[config.mk]
export PLATFORM = sky130hd
export DESIGN_NAME = numeric_unit_format_translator_unit
export DESIGN_NICKNAME = d
export VERILOG_FILES = /design/src/rtl/nuft_pkg.sv /design/src/rtl/nuft_front.sv /design/src/rtl/nuft_queue.sv /design/src/rtl/nuft_back.sv /design/src/rtl/numeric_unit_format_translator_unit.sv
export SDC_FILE = /design/constraint.sdc
export NUM_CORES = 1
export LEC_CHECK = 0
export BUFFER_PORTS_ARGS = -buffer_cell sky130_fd_sc_hd__buf_2
export CORE_MARGIN = 8
export CORE_UTILIZATION = 56
export DETAILED_ROUTE_END_ITERATION = 10
export GPL_TIMING_DRIVEN = 0
export HOLD_SLACK_MARGIN = 0.08
export PLACE_DENSITY = 0.77
export SLEW_MARGIN = 20
export SYNTH_ARGS = -nofsm -noshare
export SYNTH_HDL_FRONTEND = slang
export SYNTH_SLANG_ARGS = --single-unit
[constraint.sdc]
create_clock -name i_clk -period 5.75 [get_ports i_clk]
set_input_delay 0.2875 -clock i_clk [delete_from_list [all_inputs] [get_ports i_clk]]
set_output_delay 0.2875 -clock i_clk [all_outputs]
set_load 0.02 [all_outputs]
[src/rtl/nuft_pkg.sv]
package nuft_pkg;

    // Parser phases of the source unit stream
    typedef enum logic [2:0] {
        PH_TYPE     = 3'd0,
        PH_T0_COUNT = 3'd1,
        PH_T0_HI    = 3'd2,
        PH_T0_LO    = 3'd3,
        PH_T1_COUNT = 3'd4,
        PH_T1_EMPTY = 3'd5,
        PH_T1_NUM   = 3'd6,
        PH_T1_JUNK  = 3'd7
    } t_phase;

    localparam int LIT_N = 3;

    localparam logic [7:0] CHAR_ZERO  = 8'h30;
    localparam logic [7:0] CHAR_NINE  = 8'h39;
    localparam logic [7:0] CHAR_COMMA = 8'h2C;

    localparam logic [1:0] ST_OK       = 2'd0;
    localparam logic [1:0] ST_BAD_TYPE = 2'd1;
    localparam logic [1:0] ST_TRUNC    = 2'd2;

    localparam logic [7:0] TYPE_BIN = 8'd0;
    localparam logic [7:0] TYPE_TXT = 8'd1;

    // One input byte's worth of output work: literal bytes first, then an
    // optional decimal number (digit position counts down to 0), then an
    // optional comma. A command with nothing to write carries a status.
    typedef struct packed {
        logic [LIT_N-1:0][7:0] lits;
        logic [1:0]            lit_cnt;
        logic                  num_en;
        logic [15:0]           num_val;
        logic [2:0]            num_pos;
        logic                  comma;
        logic [1:0]            st;
    } t_cmd;

    // Position of the leading decimal digit, 0 for units
    function automatic logic [2:0] lead_pos(input logic [15:0] v);
        logic [2:0] p;
        begin
            if (v >= 16'd10000)     p = 3'd4;
            else if (v >= 16'd1000) p = 3'd3;
            else if (v >= 16'd100)  p = 3'd2;
            else if (v >= 16'd10)   p = 3'd1;
            else                    p = 3'd0;
            return p;
        end
    endfunction

    // Split v (below 10*p) into its leading digit and the remainder
    function automatic logic [19:0] dec_split(input logic [15:0] v, input int unsigned p);
        logic [3:0] d;
        begin
            d = 4'd0;
            for (int unsigned k = 1; k < 10; k++) begin
                if (32'(v) >= k * p) d = 4'(k);
            end
            return {d, 16'(32'(v) - 32'(d) * p)};
        end
    endfunction

    function automatic logic [19:0] dec_step(input logic [15:0] v, input logic [2:0] pos);
        logic [19:0] r;
        begin
            case (pos)
                3'd0:    r = dec_split(v, 1);
                3'd1:    r = dec_split(v, 10);
                3'd2:    r = dec_split(v, 100);
                3'd3:    r = dec_split(v, 1000);
                3'd4:    r = dec_split(v, 10000);
                default: r = dec_split(v, 1);
            endcase
            return r;
        end
    endfunction

endpackage

[src/rtl/nuft_front.sv]
module nuft_front (
    input  logic              i_clk,
    input  logic              i_rst_n,
    input  logic              i_valid,
    input  logic              i_space,
    input  logic [7:0]        i_byte,
    input  logic              i_last,
    input  logic [1:0]        i_mode,
    output logic              o_push,
    output nuft_pkg::t_cmd    o_cmd
);
    import nuft_pkg::*;

    t_phase      r_phase, n_phase;
    logic [7:0]  r_left, n_left;
    logic [9:0]  r_cnt, n_cnt;
    logic [1:0]  r_digits, n_digits;
    logic [7:0]  r_hi, n_hi;
    logic [15:0] r_acc, n_acc;
    logic        r_err, n_err;
    logic        r_stop, n_stop;

    t_cmd        cmd;
    logic [1:0]  lc;
    logic        do_type;
    logic        accept;
    logic        conv0, conv1;
    logic        is_digit;
    logic [3:0]  dig;
    logic [15:0] word;

    assign accept   = i_valid & i_space;
    assign conv0    = i_mode[0];
    assign conv1    = i_mode[1];
    assign is_digit = (i_byte >= CHAR_ZERO) && (i_byte <= CHAR_NINE);
    assign dig      = i_byte[3:0];
    assign word     = {r_hi, i_byte};

    always_comb begin
        n_phase  = r_phase;
        n_left   = r_left;
        n_cnt    = r_cnt;
        n_digits = r_digits;
        n_hi     = r_hi;
        n_acc    = r_acc;
        n_err    = r_err;
        n_stop   = r_stop;
        cmd      = '0;
        lc       = 2'd0;
        do_type  = 1'b0;

        if (r_err) begin
            // drop everything up to the end of the stream
            if (i_last) begin
                n_err   = 1'b0;
                n_phase = PH_TYPE;
            end
        end else begin
            case (r_phase)
                PH_TYPE: begin
                    do_type = 1'b1;
                end
                PH_T0_COUNT: begin
                    n_left = i_byte;
                    if (conv0) begin
                        cmd.num_en  = 1'b1;
                        cmd.num_val = {8'd0, i_byte};
                        cmd.num_pos = 3'd2;
                    end else begin
                        cmd.lits[lc] = i_byte;
                        lc = lc + 2'd1;
                    end
                    n_phase = (i_byte != 8'd0) ? PH_T0_HI : PH_TYPE;
                end
                PH_T0_HI: begin
                    n_hi    = i_byte;
                    n_phase = PH_T0_LO;
                end
                PH_T0_LO: begin
                    if (conv0) begin
                        cmd.num_en  = 1'b1;
                        cmd.num_val = word;
                        cmd.num_pos = lead_pos(word);
                        cmd.comma   = (r_left > 8'd1);
                    end else begin
                        cmd.lits[lc] = r_hi;
                        lc = lc + 2'd1;
                        cmd.lits[lc] = i_byte;
                        lc = lc + 2'd1;
                    end
                    if (r_left != 8'd0) n_left = r_left - 8'd1;
                    n_phase = (n_left != 8'd0) ? PH_T0_HI : PH_TYPE;
                end
                PH_T1_COUNT: begin
                    if (!conv1) begin
                        cmd.lits[lc] = i_byte;
                        lc = lc + 2'd1;
                    end
                    if (is_digit && !r_stop) begin
                        n_cnt = 10'(r_cnt * 10'd10 + {6'd0, dig});
                    end else begin
                        n_stop = 1'b1;
                    end
                    if (r_digits >= 2'd2) begin
                        n_left = n_cnt[7:0];
                        if (conv1) begin
                            cmd.lits[lc] = n_cnt[7:0];
                            lc = lc + 2'd1;
                        end
                        n_digits = 2'd0;
                        n_acc    = 16'd0;
                        n_phase  = PH_T1_EMPTY;
                    end else begin
                        n_digits = r_digits + 2'd1;
                    end
                end
                default: begin
                    if ((r_left < 8'd2) && (i_byte <= TYPE_TXT)) begin
                        // unit complete: flush a pending number, take new type
                        if (conv1 && (r_phase inside {PH_T1_NUM, PH_T1_JUNK})) begin
                            cmd.lits[lc] = r_acc[15:8];
                            lc = lc + 2'd1;
                            cmd.lits[lc] = r_acc[7:0];
                            lc = lc + 2'd1;
                        end
                        do_type = 1'b1;
                    end else begin
                        if (!conv1) begin
                            cmd.lits[lc] = i_byte;
                            lc = lc + 2'd1;
                        end
                        if (i_byte == CHAR_COMMA) begin
                            if (conv1) begin
                                cmd.lits[lc] = r_acc[15:8];
                                lc = lc + 2'd1;
                                cmd.lits[lc] = r_acc[7:0];
                                lc = lc + 2'd1;
                            end
                            n_acc = 16'd0;
                            if (r_left != 8'd0) n_left = r_left - 8'd1;
                            n_phase = PH_T1_EMPTY;
                        end else if (is_digit && (r_phase != PH_T1_JUNK)) begin
                            n_acc   = 16'(r_acc * 16'd10 + {12'd0, dig});
                            n_phase = PH_T1_NUM;
                        end else begin
                            n_phase = PH_T1_JUNK;
                        end
                    end
                end
            endcase

            if (do_type) begin
                if (i_byte == TYPE_BIN) begin
                    n_phase      = PH_T0_COUNT;
                    cmd.lits[lc] = conv0 ? TYPE_TXT : TYPE_BIN;
                    lc = lc + 2'd1;
                end else if (i_byte == TYPE_TXT) begin
                    n_phase      = PH_T1_COUNT;
                    n_digits     = 2'd0;
                    n_cnt        = 10'd0;
                    n_stop       = 1'b0;
                    cmd.lits[lc] = conv1 ? TYPE_BIN : TYPE_TXT;
                    lc = lc + 2'd1;
                end else begin
                    n_err   = 1'b1;
                    n_phase = PH_TYPE;
                    cmd.st  = ST_BAD_TYPE;
                end
            end

            if (i_last) begin
                if (n_phase inside {PH_T1_EMPTY, PH_T1_NUM, PH_T1_JUNK}) begin
                    if (conv1 && (n_phase inside {PH_T1_NUM, PH_T1_JUNK})) begin
                        cmd.lits[lc] = n_acc[15:8];
                        lc = lc + 2'd1;
                        cmd.lits[lc] = n_acc[7:0];
                        lc = lc + 2'd1;
                    end
                end else if (n_phase != PH_TYPE) begin
                    if (cmd.st == ST_OK) cmd.st = ST_TRUNC;
                end
                n_phase = PH_TYPE;
                n_err   = 1'b0;
            end
        end
        cmd.lit_cnt = lc;
    end

    assign o_cmd  = cmd;
    assign o_push = accept && ((cmd.lit_cnt != 2'd0) || cmd.num_en || (cmd.st != ST_OK));

    always_ff @(posedge i_clk) begin
        if (!i_rst_n) begin
            r_phase  <= PH_TYPE;
            r_left   <= 8'd0;
            r_cnt    <= 10'd0;
            r_digits <= 2'd0;
            r_hi     <= 8'd0;
            r_acc    <= 16'd0;
            r_err    <= 1'b0;
            r_stop   <= 1'b0;
        end else if (accept) begin
            r_phase  <= n_phase;
            r_left   <= n_left;
            r_cnt    <= n_cnt;
            r_digits <= n_digits;
            r_hi     <= n_hi;
            r_acc    <= n_acc;
            r_err    <= n_err;
            r_stop   <= n_stop;
        end
    end

endmodule

[src/rtl/nuft_queue.sv]
module nuft_queue #(
    parameter int DEPTH = 4
) (
    input  logic              i_clk,
    input  logic              i_rst_n,
    input  logic              i_push,
    input  nuft_pkg::t_cmd    i_cmd,
    input  logic              i_pop,
    output nuft_pkg::t_cmd    o_cmd,
    output logic              o_valid,
    output logic              o_full
);
    import nuft_pkg::*;

    localparam int AW = (DEPTH > 1) ? $clog2(DEPTH) : 1;
    localparam int CW = $clog2(DEPTH + 1);
    localparam logic [AW-1:0] LAST_IDX = AW'(DEPTH - 1);
    localparam logic [CW-1:0] FULL_CNT = CW'(DEPTH);

    t_cmd          r_mem [DEPTH];
    t_cmd          r_head;
    logic [AW-1:0] r_wr, n_wr;
    logic [AW-1:0] r_rd, n_rd;
    logic [CW-1:0] r_cnt, n_cnt;
    logic          wr_en, rd_en;

    assign o_valid = (r_cnt != '0);
    assign o_full  = (r_cnt == FULL_CNT);
    assign o_cmd   = r_head;
    assign wr_en   = i_push && !o_full;
    assign rd_en   = i_pop && o_valid;

    always_comb begin
        n_wr  = r_wr;
        n_rd  = r_rd;
        n_cnt = r_cnt;
        if (wr_en) n_wr = (r_wr == LAST_IDX) ? '0 : r_wr + AW'(1);
        if (rd_en) n_rd = (r_rd == LAST_IDX) ? '0 : r_rd + AW'(1);
        if (wr_en && !rd_en)      n_cnt = r_cnt + CW'(1);
        else if (!wr_en && rd_en) n_cnt = r_cnt - CW'(1);
    end

    // Prefetch the next head entry; bypass the write when it lands on that slot
    always_ff @(posedge i_clk) begin
        if (wr_en) r_mem[r_wr] <= i_cmd;
        r_head <= (wr_en && (r_wr == n_rd)) ? i_cmd : r_mem[n_rd];
    end

    always_ff @(posedge i_clk) begin
        if (!i_rst_n) begin
            r_wr  <= '0;
            r_rd  <= '0;
            r_cnt <= '0;
        end else begin
            r_wr  <= n_wr;
            r_rd  <= n_rd;
            r_cnt <= n_cnt;
        end
    end

endmodule

[src/rtl/nuft_back.sv]
module nuft_back (
    input  logic              i_clk,
    input  logic              i_rst_n,
    input  nuft_pkg::t_cmd    i_cmd,
    input  logic              i_cmd_valid,
    output logic              o_pop,
    input  logic              i_tready,
    output logic              o_tvalid,
    output logic [7:0]        o_tdata,   // out_byte
    output logic [2:0]        o_tuser,   // [0] out_valid, [2:1] status
    output logic              o_tlast    // out_last
);
    import nuft_pkg::*;

    // working command
    logic                  r_busy, n_busy;
    logic [LIT_N-1:0][7:0] r_lits, n_lits;
    logic [1:0]            r_lcnt, n_lcnt;
    logic                  r_num_en, n_num_en;
    logic [15:0]           r_val, n_val;
    logic [2:0]            r_pos, n_pos;
    logic                  r_comma, n_comma;
    logic [1:0]            r_st, n_st;

    // output register
    logic                  r_ov, n_ov;
    logic [7:0]            r_byte, n_byte;
    logic                  r_bv, n_bv;
    logic                  r_last, n_last;
    logic [1:0]            r_ost, n_ost;

    // after the current element
    logic [LIT_N-1:0][7:0] a_lits;
    logic [1:0]            a_lcnt;
    logic                  a_num_en;
    logic [15:0]           a_val;
    logic [2:0]            a_pos;
    logic                  a_comma;
    logic [7:0]            e_byte;
    logic                  e_valid;
    logic [19:0]           split;
    logic                  fin, adv, pop;

    assign split = dec_step(r_val, r_pos);

    always_comb begin
        a_lits   = r_lits;
        a_lcnt   = r_lcnt;
        a_num_en = r_num_en;
        a_val    = r_val;
        a_pos    = r_pos;
        a_comma  = r_comma;
        e_byte   = 8'd0;
        e_valid  = 1'b1;
        if (r_lcnt != 2'd0) begin
            e_byte = r_lits[0];
            for (int i = 0; i < LIT_N - 1; i++) a_lits[i] = r_lits[i+1];
            a_lits[LIT_N-1] = 8'd0;
            a_lcnt = r_lcnt - 2'd1;
        end else if (r_num_en) begin
            e_byte = CHAR_ZERO + {4'd0, split[19:16]};
            a_val  = split[15:0];
            if (r_pos == 3'd0) a_num_en = 1'b0;
            else               a_pos    = r_pos - 3'd1;
        end else if (r_comma) begin
            e_byte  = CHAR_COMMA;
            a_comma = 1'b0;
        end else begin
            // status with no bytes
            e_valid = 1'b0;
        end
    end

    assign fin = (a_lcnt == 2'd0) && !a_num_en && !a_comma;
    assign adv = r_busy && (!r_ov || i_tready);
    assign pop = i_cmd_valid && (!r_busy || (adv && fin));

    always_comb begin
        n_ov   = r_ov;
        n_byte = r_byte;
        n_bv   = r_bv;
        n_last = r_last;
        n_ost  = r_ost;
        if (adv) begin
            n_ov   = 1'b1;
            n_byte = e_byte;
            n_bv   = e_valid;
            n_last = fin;
            n_ost  = fin ? r_st : ST_OK;
        end else if (i_tready) begin
            n_ov = 1'b0;
        end

        n_busy   = r_busy;
        n_lits   = r_lits;
        n_lcnt   = r_lcnt;
        n_num_en = r_num_en;
        n_val    = r_val;
        n_pos    = r_pos;
        n_comma  = r_comma;
        n_st     = r_st;
        if (pop) begin
            n_busy   = 1'b1;
            n_lits   = i_cmd.lits;
            n_lcnt   = i_cmd.lit_cnt;
            n_num_en = i_cmd.num_en;
            n_val    = i_cmd.num_val;
            n_pos    = i_cmd.num_pos;
            n_comma  = i_cmd.comma;
            n_st     = i_cmd.st;
        end else if (adv) begin
            n_busy   = !fin;
            n_lits   = a_lits;
            n_lcnt   = a_lcnt;
            n_num_en = a_num_en;
            n_val    = a_val;
            n_pos    = a_pos;
            n_comma  = a_comma;
        end
    end

    always_ff @(posedge i_clk) begin
        if (!i_rst_n) begin
            r_busy <= 1'b0;
            r_ov   <= 1'b0;
        end else begin
            r_busy <= n_busy;
            r_ov   <= n_ov;
        end
    end

    always_ff @(posedge i_clk) begin
        r_lits   <= n_lits;
        r_lcnt   <= n_lcnt;
        r_num_en <= n_num_en;
        r_val    <= n_val;
        r_pos    <= n_pos;
        r_comma  <= n_comma;
        r_st     <= n_st;
        r_byte   <= n_byte;
        r_bv     <= n_bv;
        r_last   <= n_last;
        r_ost    <= n_ost;
    end

    assign o_pop    = pop;
    assign o_tvalid = r_ov;
    assign o_tdata  = r_byte;
    assign o_tuser  = {r_ost, r_bv};
    assign o_tlast  = r_last;

endmodule

[src/rtl/numeric_unit_format_translator_unit.sv]
// Translates a byte stream of numeric units. A unit starting with type byte 0
// holds a count byte and that many big-endian 16-bit numbers; a unit starting
// with type byte 1 holds three ASCII count digits and comma-separated decimal
// numbers. Register conversion_mode (address 0, reset 1) selects per unit type
// whether the unit is copied or converted: bit 0 turns binary units into text,
// bit 1 turns text units into binary. Decimal numbers are written in full with
// no leading zeros, the count as three digits; binary numbers are big-endian.
// Each input byte is taken by the parser and yields zero to six output bytes;
// the output side writes one transfer per cycle while the sink is ready, so
// the output serializer sets the sustained rate, and a command queue between
// the two lets the parser run ahead by QUEUE_DEPTH input bytes that yield
// output (bytes with nothing to write never enter it).
// The last output byte of an input byte carries tlast and the status
// (unknown type byte, or stream ended inside a unit); when such a byte yields
// no data, a single transfer with out_valid low carries the status. After an
// unknown type byte, input is dropped up to the byte marked tlast.
module numeric_unit_format_translator_unit #(
    parameter int QUEUE_DEPTH = 4
) (
    input  logic        i_clk,
    input  logic        i_rst_n,

    // source stream
    input  logic        s_axis_tvalid,
    output logic        s_axis_tready,
    input  logic [7:0]  s_axis_tdata,   // in_byte
    input  logic        s_axis_tlast,   // in_last

    // translated stream
    output logic        m_axis_tvalid,
    input  logic        m_axis_tready,
    output logic [7:0]  m_axis_tdata,   // out_byte
    output logic [2:0]  m_axis_tuser,   // [0] out_valid, [2:1] status
    output logic        m_axis_tlast,   // out_last

    // register port
    input  logic        psel,
    input  logic        penable,
    input  logic        pwrite,
    input  logic [2:0]  paddr,
    input  logic [31:0] pwdata,
    output logic [31:0] prdata,
    output logic        pready
);
    import nuft_pkg::*;

    localparam logic ADDR_MODE = 1'b0;
    localparam logic [1:0] MODE_RESET = 2'd1;

    logic [1:0] r_mode;
    logic       cfg_wr;
    logic       w_push, w_pop, w_valid, w_full;
    t_cmd       w_cmd_in, w_cmd_out;

    // Register file: a single two-bit mode, written in the APB access phase
    assign pready = 1'b1;
    assign cfg_wr = psel && penable && pwrite && (paddr[2] == ADDR_MODE);
    assign prdata = (paddr[2] == ADDR_MODE) ? {30'd0, r_mode} : 32'd0;

    always_ff @(posedge i_clk) begin
        if (!i_rst_n) begin
            r_mode <= MODE_RESET;
        end else if (cfg_wr) begin
            r_mode <= pwdata[1:0];
        end
    end

    // Hold off the source only while the command queue is full
    assign s_axis_tready = !w_full;

    // Front: parse each byte, advance unit state, build its output command
    nuft_front u_front (
        .i_clk   (i_clk),
        .i_rst_n (i_rst_n),
        .i_valid (s_axis_tvalid),
        .i_space (!w_full),
        .i_byte  (s_axis_tdata),
        .i_last  (s_axis_tlast),
        .i_mode  (r_mode),
        .o_push  (w_push),
        .o_cmd   (w_cmd_in)
    );

    nuft_queue #(
        .DEPTH (QUEUE_DEPTH)
    ) u_queue (
        .i_clk   (i_clk),
        .i_rst_n (i_rst_n),
        .i_push  (w_push),
        .i_cmd   (w_cmd_in),
        .i_pop   (w_pop),
        .o_cmd   (w_cmd_out),
        .o_valid (w_valid),
        .o_full  (w_full)
    );

    // Back: expand each command into output bytes, one transfer per cycle while the sink is ready
    nuft_back u_back (
        .i_clk       (i_clk),
        .i_rst_n     (i_rst_n),
        .i_cmd       (w_cmd_out),
        .i_cmd_valid (w_valid),
        .o_pop       (w_pop),
        .i_tready    (m_axis_tready),
        .o_tvalid    (m_axis_tvalid),
        .o_tdata     (m_axis_tdata),
        .o_tuser     (m_axis_tuser),
        .o_tlast     (m_axis_tlast)
    );

    // A command is never pushed into a full queue
    a_no_overflow: assert property (@(posedge i_clk) disable iff (!i_rst_n)
        w_push |-> !w_full)
        else $error("command pushed into full queue");

    // A status rides only on the final transfer of an input byte
    a_status_on_last: assert property (@(posedge i_clk) disable iff (!i_rst_n)
        (m_axis_tvalid && !m_axis_tlast) |-> (m_axis_tuser[2:1] == ST_OK))
        else $error("status on a non-final transfer");

    // A transfer without data exists only to carry a status
    a_empty_has_status: assert property (@(posedge i_clk) disable iff (!i_rst_n)
        (m_axis_tvalid && !m_axis_tuser[0]) |->
            (m_axis_tlast && (m_axis_tuser[2:1] != ST_OK)))
        else $error("empty transfer without status");

    // Nothing is popped from an empty queue
    a_no_underflow: assert property (@(posedge i_clk) disable iff (!i_rst_n)
        w_pop |-> w_valid)
        else $error("pop from empty queue");

endmodule

# After elaboration in Yosys (flattened, before gate mapping)
# Memories as Yosys holds them, arrays and structs flattened. A register that Yosys moved wholly into a read port is not among the register bits.
# Index checks and enable logic that the tools add are counted.
[word_totals]
output_inout_bits = 47
mem_bits_rw = 196
in_bits = 51
memories = 1
elab_cells = 456
ff_bits = 121
[op_classes]
n_eq_ne = 24
mux = 233
reduce_logical = 74
n_lt_le_gt_ge = 64
bitwise = 4
n_addsub = 23
multipliers = 6
[memory_table]
columns = ["name", "depth", "width", "read_ports", "rd_clocked_by_memory_dff", "wr", "line", "text"]
rows = [
  ["u_queue.r_mem", 4, 49, 1, 1, 1, "nuft_queue.sv:20", "t_cmd r_mem [DEPTH];"],
]
[ops]
columns = ["operator", "n"]
rows = [
  ["two-way mux 24 bit", 15],
  ["two-way mux 8 bit", 25],
  ["two-way mux 16 bit", 12],
  ["bitwise mux 24 bit", 7],
  ["two-way mux 3 bit", 38],
  ["two-way mux 2 bit", 53],
  ["one-hot mux 20 bit (5 select lines)", 1],
  ["demux 8 bit (select 2 bit)", 6],
  [">= comparator 16 x 10 -> 1 bit, second input constant", 6],
  [">= comparator 16 x 7 -> 1 bit, second input constant", 5],
  ["two-way mux 10 bit", 7],
  [">= comparator 16 x 13 -> 1 bit, second input constant", 4],
  [">= comparator 16 x 3 -> 1 bit, second input constant", 4],
  [">= comparator 16 x 4 -> 1 bit, second input constant", 4],
  ["one-hot mux 8 bit (4 select lines)", 2],
  ["two-way mux 4 bit", 14],
  [">= comparator 16 x 14 -> 1 bit, second input constant", 3],
  [">= comparator 16 bit, second input constant", 3],
  [">= comparator 16 x 6 -> 1 bit, second input constant", 3],
  [">= comparator 16 x 9 -> 1 bit, second input constant", 3],
  ["two-way mux 1 bit", 42],
  ["one-hot mux 20 bit (2 select lines)", 1],
  [">= comparator 16 x 12 -> 1 bit, second input constant", 2],
  [">= comparator 16 x 15 -> 1 bit, second input constant", 2],
  ["72 further kinds", 166],
]

# Logic depth before layout (Yosys ltp)
[depth]
ltp_word = 32
mapped_depth = 26
ltp_nobuf = 24

# Modules after synthesis
# From an unflattened synthesis, not the netlist that was laid out.
[unflattened]
cells_unflattened = 1918
hier_area_um2 = 20317.0
[modules_own_cells]
columns = ["module", "instances", "seq_area_each_um2", "cells_per_inst", "area_per_inst_um2"]
rows = [
  ["nuft_queue", 1, 6065.8, 304, 7586.0],
  ["nuft_back", 1, 1871.8, 854, 7123.1],
  ["nuft_front", 1, 940.9, 715, 5252.5],
  ["numeric_unit_format_translator_unit", 1, 40.0, 45, 355.3],
]

# Worst setup path before layout
# No wires, ideal clock.
[synth_path]
path_kind = "flip-flop to flip-flop"
startpoint = "reg u_back.r_val[10]"
endpoint = "reg u_back.r_val[14], data pin"
t_required_ns = 5.478
period_less_slack_ns = 5.950
path_slack_ns = -0.200
setup_ns = 0.272
stages_incl_launch_ff = 20
t_arrival_ns = 5.678
path_buffers = 1
path_cell_list = "edfxtp_1 clkbuf_1 nand3_1 o31ai_1 nor2_1 fa_1 inv_1 fa_1 ha_1 a21oi_1 o21bai_1 a21oi_1 xnor2_1 ha_1 a21o_1 o311ai_1 nor3b_1 o311ai_0 o311ai_1 a21oi_1"
[synth_between]
elab_chain_cells = 18
word_cells_on_any_way = 105
classes_between = "add/sub (6); mul (4); order compare (42); mux (53)"
[synth_rtl]
columns = ["item", "line", "text"]
rows = [
  ["start, declared", "nuft_back.sv:20", "logic [15:0] r_val, n_val;"],
  ["start signal, assigned", "nuft_back.sv:136", "r_val <= n_val;"],
  [">= comparator 16 x 10 -> 1 bit, or another cell as far along", "nuft_pkg.sv:60", "if (32'(v) >= k * p) d = 4'(k);"],
  ["two-way mux 1 bit", "nuft_pkg.sv:60", ""],
  ["two-way mux 2 bit (2 in series)", "nuft_pkg.sv:60", ""],
  ["two-way mux 3 bit (4 in series)", "nuft_pkg.sv:60", ""],
  ["two-way mux 4 bit (2 in series)", "nuft_pkg.sv:60", ""],
  ["two-way mux 4 bit", "nuft_pkg.sv:69", "case (pos)"],
  ["multiplier 4 x 7 -> 11 bit, or another cell as far along", "nuft_pkg.sv:62", "return {d, 16'(32'(v) - 32'(d) * p)};"],
  ["subtractor 16 x 14 -> 16 bit, or another cell as far along", "nuft_pkg.sv:62", ""],
  ["one-hot mux 20 bit (5 select lines) (*)", "nuft_pkg.sv:69", ""],
  ["two-way mux 16 bit (*)", "nuft_back.sv:60", "end else if (r_num_en) begin"],
  ["two-way mux 16 bit (*)", "nuft_back.sv:55", "if (r_lcnt != 2'd0) begin"],
  ["two-way mux 16 bit (*)", "nuft_back.sv:111", "end else if (adv) begin"],
  ["two-way mux 16 bit (*)", "nuft_back.sv:102", "if (pop) begin"],
  ["via u_back.n_val[14]", "nuft_back.sv:20", ""],
]
# The timed path passes the listed nets; every way through them passes the cells marked *. The select of a mux whose other input is x is not followed.
# A chain may end at the register's enable or synchronous reset.

# Final worst setup path
[layout_path]
startpoint = "reg u_back.r_val[14]"
endpoint = "reg u_back.r_val[14], data pin"
# Same word-level chain as after synthesis.

==> results.sh <==
export IMPL_status="finished clean"
export IMPL_synth_ff_type="edfxtp_1"
export IMPL_track_usage_pct=29.1
export IMPL_core_area_mm2=0.0363
export IMPL_netlist_instances=1983
export IMPL_power_frac_clock_pct=14.5
export IMPL_grt_pass1_wl_um=96100
export IMPL_grt_max_degree=40
export IMPL_synthXorXnorAreaFrac_pct=3.60
export IMPL_reg2reg_to="u_back.r_val[14]"
export IMPL_cp_slowest_stage_delay_ps=580
export IMPL_cts_tree="yes"
export IMPL_p_sw_share_pct=46.0
export IMPL_cp_depth=21
export IMPL_path_common_cell="a21o_1"
export IMPL_synth_simple_area_share_pct=14.8
export IMPL_synth_compound_area_share_pct=16.4
export IMPL_avgRoutedWirePerCell_um=23.6
export IMPL_p_sw_w=0.00713
export IMPL_portBuffers=34
export IMPL_synth_top_family_by_area="compound AO/OA/AOI/OAI gates"
export IMPL_num_rows=70
export IMPL_p_leak_nw=8.90
export IMPL_multi_input_area_mm2=0.0110
export IMPL_avgSynthCellArea_um2=10.3
export IMPL_nFillCells=2906
export IMPL_antenna_left=0
export IMPL_synthMuxAreaShare_pct=6.69
export IMPL_async_flop_share_pct=0
export IMPL_insertion_delay_ps=530
export IMPL_synthTopCellsByArea="edfxtp_1, ha_1, dfxtp_1"
export IMPL_arrival_ps=5870
export IMPL_clk_pin_slew_worst_paths_ps=70
export IMPL_cp_cell_sequence="buf_4 -> or4_4 -> nor2_4 -> nand2b_4 -> a21o_1 -> fa_1 -> inv_2 -> fa_1 -> ha_4 -> a21oi_1 -> o21bai_2 -> xnor2_1 -> ha_2 -> a21o_1 -> a21o_1 -> a31o_2 -> o311ai_4 -> nor3b_4 -> o311ai_0 -> o311ai_1 -> a21oi_1"
export IMPL_cts_root_buffer="clkbuf_16"
export IMPL_vias_per_cell=6.40
export IMPL_min_from="i_rst_n"
export IMPL_critPathKind="reg -> reg"
export IMPL_ys_types=90
export IMPL_grt_overflow_total=0
export IMPL_grtUsageMet3_pct=4.07
export IMPL_hold_class="in -> reg"
export IMPL_fp_dieH_um=207
export IMPL_synth_area_mm2=0.0204
export IMPL_cap_violations=0
export IMPL_synth_largest_area_cell="edfxtp_1"
export IMPL_power_density_mw_per_mm2=668
export IMPL_fin_crit_sh_pct=97.6
export IMPL_hold_viol_final=0
export IMPL_num_io_pins=98
export IMPL_grt_use_met2_pct=48.8
export IMPL_power_frac_comb_pct=64.2
export IMPL_routed_wl_um=62300
export IMPL_hold_depth=3
export IMPL_clkSinkCount=317
export IMPL_fin_ws_ps=138
export IMPL_die_w_um=207
export IMPL_gp_congestion=1.03
export IMPL_slew_violations=0
export IMPL_synthAdderAreaFrac_pct=9.78
export IMPL_cts_made_buffers=34
export IMPL_max_slew_worst_pin_slew_ps=1090
export IMPL_max_freq_mhz=178
export IMPL_start_util_pct=56.3
export IMPL_synth_commonest_cells="edfxtp_1, nand2_1, nor2_1, ha_1, a21oi_1"
export IMPL_r2r_slack_ps=140
export IMPL_dp_hpwl_um=46200
export IMPL_drc=0
export IMPL_ys_ff_latch=317
export IMPL_antenna_found_initial=1
export IMPL_synth_enable_flop_cells=257
export IMPL_crit_family="adder cells"
export IMPL_finalNetCount=2343
export IMPL_grt_pass1_vias=16623
export IMPL_routed_via_count=16875
export IMPL_ys_warnings_count=0
export IMPL_r2r_start="u_back.r_val[14]"
export IMPL_antennaDiodeCount=0
export IMPL_crit_path_max_fanout=8
export IMPL_h_tree_depth=2
export IMPL_crit_path_end_kind="flip-flop"
export IMPL_grtUsageMet1_pct=37.4
export IMPL_startpoint_type="flip-flop"
export IMPL_cts_buffer_depth=3
export IMPL_dr_pass1_iters=7
export IMPL_cp_required_ps=6010
export IMPL_area_delta_synth_final_pct=13.7
export IMPL_skew_ps=21.5
export IMPL_relSlewSlack_pct=26.7
export IMPL_final_seq_area_mm2=0.00892
export IMPL_power_w=0.0155
export IMPL_yosysSeqAreaShare_pct=43.7
export IMPL_slowest_stage="or4_4"
export IMPL_pre_cts_ws_ps=-1360
export IMPL_internal_power_w=0.00836
export IMPL_top_usage_layer="met2"
export IMPL_peakVddDrop_mv=1.16
export IMPL_timing_hold_ws_ps=166
export IMPL_yosysMostFrequentCell="edfxtp_1"
export IMPL_drive_above_1_share_pct=14.0
export IMPL_final_setup_viol_count=0
export IMPL_fin_crit_ps=5610
export IMPL_crit_buf_inv=2
export IMPL_drtIter0Drc=1525
export IMPL_r2r_cells=21
export IMPL_yosys_area_top_type_share_pct=37.8
export IMPL_pwr_share_seq_pct=21.2
export IMPL_whs_endpoint="u_front.r_acc[14]"
export IMPL_die_area_mm2=0.0428
==> cell type report <==
cell class                 instances  area share, %
multi-input combinational       1493           47.4
sequential                       317           38.4
clock buffer                      41           3.87
buffer                           138           3.01
tap                              468           2.52
timing repair buffer              71           2.20
inverter                          90           1.46
clock inverter                    20           1.12
==> stage by stage <==
| step | TNS, ps | utilization (%) | cells | cell area, µm² |
|---|---|---|---|---|
| finish | 0 | 64.0 | 2638 | 23200 |
| CTS | 0 | 63.4 | 2629 | 23000 |
| detailed placement | -7000 | 59.3 | 2546 | 21500 |
| global route | -31.7 | 64.0 | 2638 | 23200 |
| floorplan | 0 | - | 2040 | 20600 |
| global placement | -7420 | 59.0 | 2542 | 21400 |
==> worst max path at each step <==
stage                                   to        startpoint
final                     u_back.r_val[14]  u_back.r_val[14]
after global routing      u_back.r_val[15]  u_back.r_val[14]
after CTS                 u_back.r_val[14]  u_back.r_val[14]
after detailed placement  u_back.r_val[14]   u_back.r_val[7]
after global placement    u_back.r_val[14]   u_back.r_val[5]
after floorplan           u_back.r_val[14]  u_back.r_val[10]
==> worst reg2reg max path: stages (launching register included) <==
cell and delay, ps:
edfxtp_1 400, buf_4 200, or4_4 590, nor2_4 180, nand2b_4 70, a21o_1 230
fa_1 580, inv_2 70, fa_1 560, ha_4 230, a21oi_1 180, o21bai_2 110
xnor2_1 190, ha_2 300, a21o_1 170, a21o_1 220, a31o_2 250, o311ai_4 110
nor3b_4 310, o311ai_0 140, o311ai_1 130, a21oi_1 120
==> placed cells by master (no fill, tap or decap), drive strengths merged, types with 13 or more instances in the layout <==
cell type | netlist | routed
a211oi | 18 | 18
o21ai | 96 | 96
nor2 | 174 | 174
nand3 | 38 | 38
a21o | 25 | 25
ha | 126 | 126
dfxtp | 60 | 60
nand2 | 176 | 176
edfxtp | 257 | 257
clkbuf | 89 | 125
xnor2 | 46 | 46
nor3 | 55 | 55
or2 | 14 | 14
buf | 51 | 123
and3 | 13 | 13
nand2b | 22 | 22
fa | 21 | 21
and2 | 31 | 31
o22ai | 30 | 30
nor2b | 26 | 26
clkinv | 1 | 13
or3 | 14 | 14
a221oi | 33 | 33
a21oi | 127 | 127
o31ai | 16 | 16
mux4 | 49 | 49
a22oi | 27 | 27
xor2 | 38 | 38
conb | 2 | 59
inv | 89 | 93
o21a | 13 | 13
nor4 | 21 | 21
mux2i | 25 | 25
a31oi | 23 | 23
==> kinds of logic (layout without fill, tap and decap cells) <==
family,Yosys count,after routing
AO/OA/AOI/OAI,503,503
other,2,59
multiplexers,75,75
flip-flops,317,317
buffers and inverters,230,360
XOR/XNOR,84,84
adder cells (fa/ha/maj),147,147
AND/OR/NAND/NOR,625,625
==> routing by layer <==
layer	share of wire [%]	routed length, µm
met5	0.021	13
met1	40	25100
met2	48	29800
met3	7.5	4650
met4	4.4	2740
==> state kept, by name (all words and copies together) (netlist names), 2 cells and up, named ones only <==
| signal | flops |
|---|---|
| u_queue.r_cnt | 3 |
| r_mode | 2 |
| u_back.r_val | 16 |
| u_back.r_lcnt | 2 |
| u_front.r_cnt | 8 |
| u_back.o_tdata | 8 |
| u_back.r_lits | 24 |
| u_queue.r_rd | 2 |
| u_back.r_st | 2 |
| u_front.r_phase | 3 |
| u_back.r_ost | 2 |
| u_front.r_left | 8 |
| u_queue.r_wr | 2 |
| u_front.r_digits | 2 |
| u_front.r_hi | 8 |
| u_queue.r_mem | 196 |
| u_front.r_acc | 16 |
| u_back.r_pos | 3 |
==> what timing repair did <==
| action | CTS | global route |
|---|---|---|
| setup endpoints to repair | 8 | 8 |
| hold endpoints to repair | 2 | 0 |
| gates resized for setup | 38 | 45 |
| buffers inserted | 20 | 11 |
| hold buffers | 2 | 0 |
| pin swaps | 6 | 17 |
==> power by group through the flow <==
stage / Combinational (W) / Clock [W] / Sequential [W]
after floorplan: 0.00631 / 0 / 0.00331
final: 0.00995 / 0.00225 / 0.00329
after detailed placement: 0.00857 / 0 / 0.00339
after global placement: 0.00839 / 0 / 0.00339
after global routing: 0.0108 / 0.00235 / 0.00333
after CTS: 0.00932 / 0.00227 / 0.00327
(Power assumes the default switching activity.)
